$ cat config.mk
export PLATFORM = sky130hd
export DESIGN_NAME = retry_frame_aggregator_top
export DESIGN_NICKNAME = d
export VERILOG_FILES = /design/src/hdl/rfa_pkg.sv /design/src/hdl/retry_frame_aggregator_top.sv /design/src/hdl/rfa_ctrl.sv /design/src/hdl/rfa_dp.sv
export SDC_FILE = /design/constraint.sdc
export NUM_CORES = 1
export LEC_CHECK = 0
export CAP_MARGIN = 40
export CORE_MARGIN = 5
export CORE_UTILIZATION = 38
export CTS_CLUSTER_SIZE = 10
export DETAILED_ROUTE_END_ITERATION = 12
export DONT_BUFFER_PORTS = 1
export GPL_TIMING_DRIVEN = 0
export SLEW_MARGIN = 20
export SYNTH_ARGS = -nofsm -noshare
export SYNTH_HDL_FRONTEND = slang
export SYNTH_SLANG_ARGS = --single-unit
$ cat constraint.sdc
create_clock -name clk -period 9.8 [get_ports clk]
set_input_delay 2.94 -clock clk [delete_from_list [all_inputs] [get_ports clk]]
set_output_delay 2.94 -clock clk [all_outputs]
set_load 0.03 [all_outputs]
$ cat src/hdl/rfa_pkg.sv
`timescale 1ns / 1ps
// ----------------------------------------------------------------------------
// rfa_pkg
// Shared types and constants of the retry frame aggregator.
// ----------------------------------------------------------------------------
package rfa_pkg;

  // field widths
  localparam int unsigned ADDR_W   = 48;
  localparam int unsigned HANDLE_W = 16;
  localparam int unsigned SEQ_W    = 12;
  localparam int unsigned TIME_W   = 64;
  localparam int unsigned TX_W     = 9;
  localparam int unsigned RETRY_W  = 8;
  localparam int unsigned KIND_W   = 2;

  // frame control codes
  localparam logic [1:0] TYPE_DATA   = 2'd2;
  localparam logic [3:0] SUBTYPE_ACK = 4'd13;

  // group bit of the first octet of an address
  localparam int unsigned GROUP_BIT = 40;

  // transmission count ceiling
  localparam logic [TX_W-1:0] TX_MAX = 9'd256;

  // result kinds
  localparam logic [KIND_W-1:0] KIND_PASS = 2'd0;
  localparam logic [KIND_W-1:0] KIND_AGG  = 2'd1;
  localparam logic [KIND_W-1:0] KIND_NONE = 2'd2;

  // controller to datapath commands
  typedef struct packed {
    logic load_item;   // capture the input request
    logic start_run;   // open a new aggregate from the held frame
    logic retry_upd;   // absorb a retry
    logic ack_upd;     // absorb an ack
    logic enqueue;     // park the held frame in the side queue
    logic q_clear;     // drop queue contents, rewind read pointer
    logic end_clear;   // leave aggregating mode
    logic emit_agg;    // load the aggregate into the output register
    logic emit_item;   // load the held frame as a pass-through
    logic emit_none;   // load a no-frame result
    logic emit_queue;  // load the current queue entry
    logic last;        // last result of this request
  } rfa_cmd_t;

  // datapath to controller status
  typedef struct packed {
    logic is_end;
    logic qualifies;
    logic aggregating;
    logic same_seq;
    logic is_ack;
    logic q_full;
    logic q_empty;
    logic q_last;
    logic out_free;
  } rfa_status_t;

endpackage

$ cat src/hdl/retry_frame_aggregator_top.sv
`timescale 1ns / 1ps
// a request is taken in the idle state and evaluated; its results then go from S_ONE,
//   S_AGG or S_DRAIN into the output register, one a cycle while it is free;
//   no request is taken till the last is loaded; one with no result ends in evaluation
// the side queue drains one entry a cycle (output free) via its registered read port
// reset (synchronous, rst_n low) clears run state, queue fill and handshake state;
//   queue storage is not cleared and needs no clearing pass
// ----------------------------------------------------------------------------
// retry_frame_aggregator_top
// Merges retried unicast data frames of one transmitter into aggregate results.
// ----------------------------------------------------------------------------
module retry_frame_aggregator_top #(
  parameter int unsigned QUEUE_DEPTH = 16
) (
  input  logic                          clk,
  input  logic                          rst_n,
  // configuration port
  input  logic                          psel,
  input  logic                          penable,
  input  logic                          pwrite,
  input  logic [3:0]                    paddr,
  input  logic [63:0]                   pwdata,
  output logic [63:0]                   prdata,
  output logic                          pready,
  // request channel
  input  logic                          in_valid,
  output logic                          in_ready,
  input  logic                          in_func,
  input  logic [rfa_pkg::HANDLE_W-1:0]  in_frame_handle,
  input  logic [1:0]                    in_frame_type,
  input  logic [3:0]                    in_frame_subtype,
  input  logic [rfa_pkg::ADDR_W-1:0]    in_receiver_addr,
  input  logic [rfa_pkg::ADDR_W-1:0]    in_sender_addr,
  input  logic [rfa_pkg::SEQ_W-1:0]     in_seq_number,
  input  logic [rfa_pkg::TIME_W-1:0]    in_end_time,
  // result channel
  output logic                          out_valid,
  input  logic                          out_ready,
  output logic [rfa_pkg::KIND_W-1:0]    out_kind,
  output logic [rfa_pkg::HANDLE_W-1:0]  out_out_handle,
  output logic [rfa_pkg::RETRY_W-1:0]   out_retry_count,
  output logic [rfa_pkg::TIME_W-1:0]    out_last_end_time,
  output logic                          out_last_of_run
);

  logic [rfa_pkg::ADDR_W-1:0] station_r;
  logic                       reg_sel;
  rfa_pkg::rfa_cmd_t          cmd;
  rfa_pkg::rfa_status_t       sts;

  // register decode, station address at byte address 0
  assign reg_sel = !paddr[3];
  assign pready  = 1'b1;
  assign prdata  = reg_sel ? {16'd0, station_r} : 64'd0;

  always_ff @(posedge clk) begin
    if (!rst_n) begin
      station_r <= '0;
    end else if (psel && penable && pwrite && reg_sel) begin
      station_r <= pwdata[rfa_pkg::ADDR_W-1:0];
    end
  end

  // sequencer
  rfa_ctrl u_ctrl (
    .clk      (clk),
    .rst_n    (rst_n),
    .in_valid (in_valid),
    .in_ready (in_ready),
    .sts      (sts),
    .cmd      (cmd)
  );

  // datapath
  rfa_dp #(
    .QUEUE_DEPTH (QUEUE_DEPTH)
  ) u_dp (
    .clk               (clk),
    .rst_n             (rst_n),
    .station_addr      (station_r),
    .cmd               (cmd),
    .sts               (sts),
    .in_func           (in_func),
    .in_frame_handle   (in_frame_handle),
    .in_frame_type     (in_frame_type),
    .in_frame_subtype  (in_frame_subtype),
    .in_receiver_addr  (in_receiver_addr),
    .in_sender_addr    (in_sender_addr),
    .in_seq_number     (in_seq_number),
    .in_end_time       (in_end_time),
    .out_valid         (out_valid),
    .out_ready         (out_ready),
    .out_kind          (out_kind),
    .out_out_handle    (out_out_handle),
    .out_retry_count   (out_retry_count),
    .out_last_end_time (out_last_end_time),
    .out_last_of_run   (out_last_of_run)
  );

endmodule

$ cat src/hdl/rfa_ctrl.sv
`timescale 1ns / 1ps
// ----------------------------------------------------------------------------
// rfa_ctrl
// Sequencer: classifies each request and walks the result sequence.
// ----------------------------------------------------------------------------
module rfa_ctrl (
  input  logic                 clk,
  input  logic                 rst_n,
  input  logic                 in_valid,
  output logic                 in_ready,
  input  rfa_pkg::rfa_status_t sts,
  output rfa_pkg::rfa_cmd_t    cmd
);

  typedef enum logic [4:0] {
    S_IDLE  = 5'b00001,
    S_EVAL  = 5'b00010,
    S_AGG   = 5'b00100,
    S_DRAIN = 5'b01000,
    S_ONE   = 5'b10000
  } state_t;

  state_t state_r, state_nxt;
  logic   restart_r, restart_nxt;  // after the aggregate, open a new run
  logic   none_r, none_nxt;        // single result is a no-frame result

  assign in_ready = (state_r == S_IDLE);

  // next state and commands
  always_comb begin
    state_nxt   = state_r;
    restart_nxt = restart_r;
    none_nxt    = none_r;
    cmd         = '0;
    case (state_r)
      S_IDLE: begin
        if (in_valid) begin
          cmd.load_item = 1'b1;
          state_nxt     = S_EVAL;
        end
      end
      S_EVAL: begin
        if (sts.is_end) begin
          if (sts.aggregating) begin
            restart_nxt = 1'b0;
            state_nxt   = S_AGG;
          end else begin
            none_nxt  = 1'b1;
            state_nxt = S_ONE;
          end
        end else if (!sts.aggregating) begin
          if (sts.qualifies) begin
            cmd.start_run = 1'b1;
            state_nxt     = S_IDLE;
          end else begin
            none_nxt  = 1'b0;
            state_nxt = S_ONE;
          end
        end else if (sts.qualifies) begin
          if (sts.same_seq) begin
            cmd.retry_upd = 1'b1;
            cmd.q_clear   = 1'b1;
            state_nxt     = S_IDLE;
          end else begin
            restart_nxt = 1'b1;
            state_nxt   = S_AGG;
          end
        end else if (sts.is_ack) begin
          cmd.ack_upd = 1'b1;
          cmd.q_clear = 1'b1;
          state_nxt   = S_IDLE;
        end else if (!sts.q_full) begin
          cmd.enqueue = 1'b1;
          state_nxt   = S_IDLE;
        end else begin
          none_nxt  = 1'b0;
          state_nxt = S_ONE;
        end
      end
      S_AGG: begin
        if (sts.out_free) begin
          cmd.emit_agg  = 1'b1;
          cmd.last      = sts.q_empty;
          cmd.start_run = restart_r;
          cmd.end_clear = !restart_r;
          state_nxt     = sts.q_empty ? S_IDLE : S_DRAIN;
        end
      end
      S_DRAIN: begin
        if (sts.out_free) begin
          cmd.emit_queue = 1'b1;
          cmd.last       = sts.q_last;
          if (sts.q_last) begin
            cmd.q_clear = 1'b1;
            state_nxt   = S_IDLE;
          end
        end
      end
      S_ONE: begin
        if (sts.out_free) begin
          cmd.emit_none = none_r;
          cmd.emit_item = !none_r;
          cmd.last      = 1'b1;
          state_nxt     = S_IDLE;
        end
      end
      default: begin
        state_nxt = S_IDLE;
      end
    endcase
  end

  // state registers
  always_ff @(posedge clk) begin
    if (!rst_n) begin
      state_r   <= S_IDLE;
      restart_r <= 1'b0;
      none_r    <= 1'b0;
    end else begin
      state_r   <= state_nxt;
      restart_r <= restart_nxt;
      none_r    <= none_nxt;
    end
  end

endmodule

$ cat src/hdl/rfa_dp.sv
`timescale 1ns / 1ps
// ----------------------------------------------------------------------------
// rfa_dp
// Datapath: request register, run state, side queue and output register.
// ----------------------------------------------------------------------------
module rfa_dp #(
  parameter int unsigned QUEUE_DEPTH = 16
) (
  input  logic                          clk,
  input  logic                          rst_n,
  input  logic [rfa_pkg::ADDR_W-1:0]    station_addr,
  input  rfa_pkg::rfa_cmd_t             cmd,
  output rfa_pkg::rfa_status_t          sts,
  input  logic                          in_func,
  input  logic [rfa_pkg::HANDLE_W-1:0]  in_frame_handle,
  input  logic [1:0]                    in_frame_type,
  input  logic [3:0]                    in_frame_subtype,
  input  logic [rfa_pkg::ADDR_W-1:0]    in_receiver_addr,
  input  logic [rfa_pkg::ADDR_W-1:0]    in_sender_addr,
  input  logic [rfa_pkg::SEQ_W-1:0]     in_seq_number,
  input  logic [rfa_pkg::TIME_W-1:0]    in_end_time,
  output logic                          out_valid,
  input  logic                          out_ready,
  output logic [rfa_pkg::KIND_W-1:0]    out_kind,
  output logic [rfa_pkg::HANDLE_W-1:0]  out_out_handle,
  output logic [rfa_pkg::RETRY_W-1:0]   out_retry_count,
  output logic [rfa_pkg::TIME_W-1:0]    out_last_end_time,
  output logic                          out_last_of_run
);

  localparam int unsigned FILL_W = $clog2(QUEUE_DEPTH + 1);
  localparam int unsigned PTR_W  = (QUEUE_DEPTH > 1) ? $clog2(QUEUE_DEPTH) : 1;
  localparam logic [FILL_W-1:0] FILL_MAX = FILL_W'(QUEUE_DEPTH);

  // held request
  logic                         func_r;
  logic [rfa_pkg::HANDLE_W-1:0] handle_r;
  logic [1:0]                   type_r;
  logic [3:0]                   sub_r;
  logic [rfa_pkg::ADDR_W-1:0]   ra_r;
  logic [rfa_pkg::ADDR_W-1:0]   ta_r;
  logic [rfa_pkg::SEQ_W-1:0]    seq_r;
  logic [rfa_pkg::TIME_W-1:0]   time_r;

  // run state
  logic                         agg_r;
  logic [rfa_pkg::SEQ_W-1:0]    held_seq_r;
  logic [rfa_pkg::HANDLE_W-1:0] first_handle_r;
  logic [rfa_pkg::TIME_W-1:0]   latest_time_r;
  logic [rfa_pkg::TX_W-1:0]     tx_r;

  // side queue
  logic [rfa_pkg::HANDLE_W-1:0] queue_mem [QUEUE_DEPTH];
  logic [rfa_pkg::HANDLE_W-1:0] q_rdata_r;
  logic [FILL_W-1:0]            fill_r;
  logic [PTR_W-1:0]             rd_ptr_r, rd_ptr_nxt;

  // output register
  logic                         ovalid_r;
  logic [rfa_pkg::KIND_W-1:0]   okind_r;
  logic [rfa_pkg::HANDLE_W-1:0] ohandle_r;
  logic [rfa_pkg::RETRY_W-1:0]  oretry_r;
  logic [rfa_pkg::TIME_W-1:0]   otime_r;
  logic                         olast_r;

  logic [rfa_pkg::RETRY_W-1:0]  retry_val;
  logic                         any_emit;

  // request capture
  always_ff @(posedge clk) begin
    if (cmd.load_item) begin
      func_r   <= in_func;
      handle_r <= in_frame_handle;
      type_r   <= in_frame_type;
      sub_r    <= in_frame_subtype;
      ra_r     <= in_receiver_addr;
      ta_r     <= in_sender_addr;
      seq_r    <= in_seq_number;
      time_r   <= in_end_time;
    end
  end

  // classification of the held request
  always_comb begin
    sts.is_end      = func_r;
    sts.qualifies   = (type_r == rfa_pkg::TYPE_DATA) && (ta_r == station_addr) &&
                      !ra_r[rfa_pkg::GROUP_BIT];
    sts.aggregating = agg_r;
    sts.same_seq    = (seq_r == held_seq_r);
    sts.is_ack      = (sub_r == rfa_pkg::SUBTYPE_ACK) && (ra_r == station_addr);
    sts.q_full      = (fill_r == FILL_MAX);
    sts.q_empty     = (fill_r == '0);
    sts.q_last      = ((FILL_W'(rd_ptr_r) + FILL_W'(1)) == fill_r);
    sts.out_free    = !ovalid_r || out_ready;
  end

  // run state update
  always_ff @(posedge clk) begin
    if (!rst_n) begin
      agg_r          <= 1'b0;
      held_seq_r     <= '0;
      first_handle_r <= '0;
      latest_time_r  <= '0;
      tx_r           <= '0;
    end else if (cmd.start_run) begin
      agg_r          <= 1'b1;
      held_seq_r     <= seq_r;
      first_handle_r <= handle_r;
      latest_time_r  <= time_r;
      tx_r           <= rfa_pkg::TX_W'(1);
    end else if (cmd.end_clear) begin
      agg_r          <= 1'b0;
      held_seq_r     <= '0;
      first_handle_r <= '0;
      latest_time_r  <= '0;
      tx_r           <= '0;
    end else if (cmd.retry_upd) begin
      latest_time_r <= time_r;
      if (tx_r != rfa_pkg::TX_MAX) begin
        tx_r <= tx_r + rfa_pkg::TX_W'(1);
      end
    end else if (cmd.ack_upd) begin
      latest_time_r <= time_r;
    end
  end

  // queue fill and read pointer
  always_comb begin
    rd_ptr_nxt = rd_ptr_r;
    if (cmd.q_clear) begin
      rd_ptr_nxt = '0;
    end else if (cmd.emit_queue) begin
      rd_ptr_nxt = rd_ptr_r + PTR_W'(1);
    end
  end

  always_ff @(posedge clk) begin
    if (!rst_n) begin
      fill_r   <= '0;
      rd_ptr_r <= '0;
    end else begin
      rd_ptr_r <= rd_ptr_nxt;
      if (cmd.q_clear) begin
        fill_r <= '0;
      end else if (cmd.enqueue) begin
        fill_r <= fill_r + FILL_W'(1);
      end
    end
  end

  // queue storage, read data is registered from the next pointer so it matches the pointer
  always_ff @(posedge clk) begin
    if (cmd.enqueue) begin
      queue_mem[fill_r[PTR_W-1:0]] <= handle_r;
    end
    q_rdata_r <= queue_mem[rd_ptr_nxt];
  end

  // saturated retry count of the open run
  assign retry_val = tx_r[rfa_pkg::TX_W-1] ? {rfa_pkg::RETRY_W{1'b1}}
                                           : (tx_r[rfa_pkg::RETRY_W-1:0] -
                                              rfa_pkg::RETRY_W'(1));

  assign any_emit = cmd.emit_agg || cmd.emit_item || cmd.emit_none || cmd.emit_queue;

  // output register
  always_ff @(posedge clk) begin
    if (!rst_n) begin
      ovalid_r <= 1'b0;
    end else if (any_emit) begin
      ovalid_r <= 1'b1;
    end else if (out_ready) begin
      ovalid_r <= 1'b0;
    end
  end

  always_ff @(posedge clk) begin
    if (any_emit) begin
      olast_r <= cmd.last;
      if (cmd.emit_agg) begin
        okind_r   <= rfa_pkg::KIND_AGG;
        ohandle_r <= first_handle_r;
        oretry_r  <= retry_val;
        otime_r   <= latest_time_r;
      end else if (cmd.emit_queue) begin
        okind_r   <= rfa_pkg::KIND_PASS;
        ohandle_r <= q_rdata_r;
        oretry_r  <= '0;
        otime_r   <= '0;
      end else if (cmd.emit_item) begin
        okind_r   <= rfa_pkg::KIND_PASS;
        ohandle_r <= handle_r;
        oretry_r  <= '0;
        otime_r   <= '0;
      end else begin
        okind_r   <= rfa_pkg::KIND_NONE;
        ohandle_r <= '0;
        oretry_r  <= '0;
        otime_r   <= '0;
      end
    end
  end

  assign out_valid         = ovalid_r;
  assign out_kind          = okind_r;
  assign out_out_handle    = ohandle_r;
  assign out_retry_count   = oretry_r;
  assign out_last_end_time = otime_r;
  assign out_last_of_run   = olast_r;

  // queue never overfills
  a_fill_bound: assert property (@(posedge clk) disable iff (!rst_n)
    fill_r <= FILL_MAX)
    else $error("side queue fill beyond depth");

  // a run is open exactly when a transmission is counted
  a_run_count: assert property (@(posedge clk) disable iff (!rst_n)
    agg_r == (tx_r != '0))
    else $error("aggregating flag and transmission count disagree");

  // enqueue only into a queue with room
  a_enq_room: assert property (@(posedge clk) disable iff (!rst_n)
    cmd.enqueue |-> (fill_r < FILL_MAX))
    else $error("enqueue into full side queue");

  // drain reads only filled entries
  a_drain_range: assert property (@(posedge clk) disable iff (!rst_n)
    cmd.emit_queue |-> (FILL_W'(rd_ptr_r) < fill_r))
    else $error("drain beyond queue fill");

  // a new result is loaded only into a free output register
  a_emit_free: assert property (@(posedge clk) disable iff (!rst_n)
    any_emit |-> (!ovalid_r || out_ready))
    else $error("result overwrites pending output");

endmodule

Word-level counts from Yosys, hierarchy flattened:

Memory sizes are Yosys's and may differ from the RTL's. A register that Yosys moved wholly into a read port is not among the register bits.
Index checks and enable logic that the tools add are counted.

* flip-flop bits (word level): 453
* bits in writable memories: 256
* input bits: 270
* output and inout bits: 158
* logic and storage cells: 170
* memories kept: 1

Memories
* u_dp.queue_mem: depth 16, bits a word 16, read ports 1, clocked after memory_dff 1, write ports 1, RTL line rfa_dp.sv:53 `logic [rfa_pkg::HANDLE_W-1:0] queue_mem [QUEUE_DEPTH];`

* $add $sub $neg: 5
* equal/unequal tests: 24
* muxes and demuxes: 82
* bitwise operators: 1
* reduce and logical (&&, ||, !) cells: 30

Operator list (count)
* two-way mux 64 bit: 4
* equality test 48 bit: 2
* two-way mux 16 bit: 5
* two-way mux 5 bit: 13
* two-way mux 48 bit: 1
* two-way mux 1 bit: 39
* case mux 5 bit (5 select lines): 1
* two-way mux 12 bit: 2
* two-way mux 4 bit: 4
* inequality test 2 bit (second input constant): 8
* two-way mux 2 bit: 7
* equality test 12 bit: 1
* equality test 5 bit (second input constant): 2
* adder 9 x 1 -> 9 bit (second input constant): 1
* inequality test 9 bit (second input constant): 1
* two-way mux 8 bit: 1
* subtractor 8 x 1 -> 8 bit (second input constant): 1
* logical AND 1 bit: 6
* two-way mux 3 bit: 2
* inequality test 2 x 1 -> 1 bit (second input constant): 3
* AND reduction 6 bit: 1
* nonzero test 2 bit: 3
* nonzero test 3 bit: 2
* adder 4 x 1 -> 5 bit (second input constant): 1
* 21 further kinds: 31

Longest topological paths before layout:

* word-level depth: 11
* depth in mapped cells: 12
* gate-level depth less buffers: 9

Modules after synthesis:

A second synthesis with hierarchy kept.

* cell total of the unflattened synthesis: 2156
* area, all modules: 28828.9 um2

By module, submodules not included
* rfa_dp: times used 1, cells each 1794, area each 25843.5 um2, seq. area each 18838.1 um2
* retry_frame_aggregator_top: times used 1, cells each 282, area each 2368.5 um2, seq. area each 960.9 um2
* rfa_ctrl: times used 1, cells each 80, area each 616.8 um2, seq. area each 140.1 um2

Worst setup path before layout:

No wires, ideal clock.

* path type: input -> register
* start point: input port in_valid
* end point: register u_dp.func_r, enable pin
* setup time: 0.578 ns
* arrival time: 7.366 ns
* required time: 9.222 ns
* slack: 1.856 ns
* stages on the path: 1
* buffers on the path: 0
* cell sequence: and2_1

* word-level cells in the longest chain between the ends: 2

Ends and longest elaborated chain
* from (decl): RTL line retry_frame_aggregator_top.sv:26 `input logic in_valid,`
* two-way mux 1 bit: RTL line rfa_ctrl.sv:37 `if (in_valid) begin`
* two-way mux 1 bit: RTL line rfa_ctrl.sv:35 `case (state_r)`
* to (signal assigned): RTL line rfa_dp.sv:72 `func_r <= in_func;`
* to (decl): RTL line rfa_dp.sv:36 `logic func_r;`

Every way passes these cells.
A chain may end at the register's enable or synchronous reset.

Worst setup path after layout:

* start point: input port paddr[3]
* end point: output port prdata[27]

* word-level cells in the longest chain between the ends: 1

Ends and longest elaborated chain
* from (decl): RTL line retry_frame_aggregator_top.sv:21 `input logic [3:0] paddr,`
* two-way mux 48 bit: RTL line retry_frame_aggregator_top.sv:54 `assign prdata = reg_sel ? {16'd0, station_r} : 64'd0;`
* to (decl): RTL line retry_frame_aggregator_top.sv:23 `output logic [63:0] prdata,`

Every way passes these cells.

==> flow_summary.toml <==
[sta]
rsz0062_at_grt = "no"
setup_viol_count_final = 0
period_needed_ns = 7.236
max_freq_mhz = 138.2
tightest_slew_ns = 1.006
clock_skew_ns = 0.03326
slew_violations = 0
slew_headroom = 0.3292
final-hold-violation-count = 0
fin_crit_sh = 0.7384

[cts]
cts_setup_buffers = 0
numCtsBuffers = 84
clock_latency_ns = 0.64
cts_buffer_depth = 3
ctsHoldBuffers = 0
cts_tree = "built"
cts_max_level = 3
cts-resized-gates = 0
root_buffer = "clkbuf_16"
cts_sinks = 725
cts.clk_slew.worst_paths_ns = 0.05

[routing]
vias = 18070
dr.pass1.iters = 8
drt-wirelength-per-cell_um = 23.68
ant_nets = 0
wl_um = 79580
drc_errors = 0
vias_per_cell = 5.376
drtIter0Drc = 1635

[synth]
ys_ff_latch = 725
yosysSeqAreaShare = 0.6912
syn_inst = 2178
synthFlopType = "edfxtp_1"
synthDistinctLibCells = 70
synthArstFlopShare = 0
yosys_warnings = 0
syn_avg_cell_area_um2 = 13.25
synth_edf_count = 542
syn-cell-area_um2 = 28850

[placement]
dp_hpwl_um = 58760
place_congestion = 0.9011
place_inst = 3195
io_buffers = 0

[die]
boundaryPins = 428
start_util = 0.3818
die_y_um = 285.5
num_rows = 101
die_area_um2 = 81530
coreArea_um2 = 75570
fp.dieW_um = 285.5

[setup_path]
r2r-end = "u_dp.q_rdata_r[6]"
critical_path.reg2reg.startpoint = "station_r[28]"
path_max_fanout = 10
worst_setup_path_start_kind = "input pin"
required_ns = 6.86
criticalPathCategory = "in -> out"
reg2reg_slack_ns = 5.45
reg2reg_depth = 11
cp-end-kind = "output pin"
crit_arrival_ns = 4.30

[final_layout]
layout-drive-gt1-share = 0.09865
nFillCells = 6847
syn_to_final_growth_pct = 14.86
finalNonFillerCells = 3361
nets = 2591

[power_and_ir_drop]
pwr_density_cell_nw_per_um2 = 195.8
p_total_mw = 6.489
peakVddDrop_v = 0.0001547
p_leak_nw = 11.09

[run_status]
status = "finished clean"

[global_route]
overflow = 0
grt_pass1_wl_um = 116900
antenna_found_initial = 13
grt_pass1_vias = 18340
grt_max_degree = 55
grtUsageTotal = 0.1879

[hold_path]
hp-start = "u_dp.latest_time_r[12]"
min_to = "u_dp.latest_time_r[12]"
whs_path_depth = 2
min_path_type = "reg -> reg"

[flow_run]
drv_cap = 0
per-stage QoR:
step | setup WS, ns | hold WS (ns) | utilization | cell area (um^2) | setup TNS (ns)
6_report | 2.564 | 0.4426 | 0.4385 | 33140 | 0
3_5_place_dp | 2.574 | 0.4399 | 0.4038 | 30510 | 0
5_1_grt | 2.507 | 0.4660 | 0.4383 | 33120 | 0
2_1_floorplan | 1.856 | 0.4273 | - | 28910 | 0
3_3_place_gp | -0.1675 | 0.4346 | 0.3987 | 30130 | -21.38
4_1_cts | 2.534 | 0.4471 | 0.4363 | 32970 | 0
flip-flops by register name (all words and copies together) (netlist names), 48 cells and up:
register,flops
u_dp.queue_mem,256
station_r,48
u_dp.ra_r,48
u_dp.out_last_end_time,64
u_dp.latest_time_r,64
u_dp.ta_r,48
u_dp.time_r,64
how the worst max path moves through the flow:
stage               slack, ns     start           endpoint
floorplan                1.86  in_valid        u_dp.func_r
detailed placement       2.57  paddr[3]         prdata[27]
CTS                      2.53  paddr[3]         prdata[27]
global placement        -0.17  in_valid  u_dp.handle_r[13]
global route             2.51  paddr[3]         prdata[27]
finish                   2.56  paddr[3]         prdata[27]
logic make-up after synthesis:
family / synth area share
flops: 0.6912
mux: 0.01982
buf+inv: 0.02767
simple gates: 0.1217
fa+ha+maj: 0.003470
other cells: 0.0002603
xor+xnor: 0.03977
compound gates: 0.09611
Yosys cell counts, types with 17 or more instances:
cell type,number,share of area
edfxtp_1,542,0.56
nand2_1,234,0.030
dfxtp_1,183,0.13
a21oi_1,162,0.028
clkbuf_1,99,0.013
nand3_1,97,0.017
and2_1,70,0.015
xnor2_1,70,0.021
nor2_1,64,0.0083
xor2_1,61,0.019
nor2b_1,51,0.011
o21ai_0,40,0.0069
mux2i_1,38,0.013
nand4_1,36,0.0078
nor3_1,35,0.0061
a221oi_1,32,0.0097
a22o_1,27,0.0082
inv_1,26,0.0034
nor4_1,25,0.0054
buf_2,20,0.0035
nand3b_1,18,0.0047
o211a_1,18,0.0062
buf_4,17,0.0044
mux2_2,17,0.0066
o211ai_1,17,0.0044
o221ai_1,17,0.0052
placed cells by master, fill, tap and decap left out, types with 18 or more instances in the layout:
cell type | Yosys | layout
xor2_1 | 61 | 61
inv_1 | 26 | 26
nor2b_1 | 51 | 51
buf_2 | 20 | 21
o211a_1 | 18 | 18
dfxtp_1 | 183 | 183
o21ai_0 | 40 | 40
clkbuf_1 | 99 | 147
nor2_1 | 64 | 53
nand2_1 | 234 | 234
nand3_1 | 97 | 96
clkbuf_16 | 0 | 85
a22o_1 | 27 | 27
nand3b_1 | 18 | 18
nand4_1 | 36 | 36
a21oi_1 | 162 | 162
buf_4 | 17 | 22
edfxtp_1 | 542 | 542
and2_1 | 70 | 69
mux2i_1 | 38 | 38
nor4_1 | 25 | 25
buf_6 | 6 | 20
nor3_1 | 35 | 31
a221oi_1 | 32 | 32
xnor2_1 | 70 | 70
per-layer routing:
layer	share of wire	global-route usage	vias up	routed length, um
li1	-	-	8362	-
met1	0.40	0.2280	8810	31670
met2	0.50	0.3215	735	39390
met3	0.070	0.05100	157	5599
met4	0.036	0.06978	6	2857
met5	0.00073	0.002381	-	58
critical path: stages:
cell,delay (ns)
clkbuf_1,0.54
clkbuf_1,0.49
nor2b_1,0.32
where the power goes:
part           internal, mW  switching (mW)  total [mW]
clock network          1.63            1.20        2.83
logic                0.0559           0.142       0.198
registers              3.40          0.0622        3.46
total                  5.09            1.40        6.49
layout make-up:
cell class | instances | area, um^2 | area share
Multi-Input combinational cell | 1291 | 8230 | 0.2484
Sequential cell | 725 | 19940 | 0.6017
Buffer | 150 | 696.9 | 0.02103
Tap cell | 978 | 1224 | 0.03693
Inverter | 27 | 101.3 | 0.003058
Clock buffer | 135 | 2335 | 0.07046
Timing Repair Buffer | 34 | 457.9 | 0.01382
Clock inverter | 10 | 125.1 | 0.003776
Antenna cell | 11 | 27.53 | 0.0008307
Power figures use the tool's default switching activity.
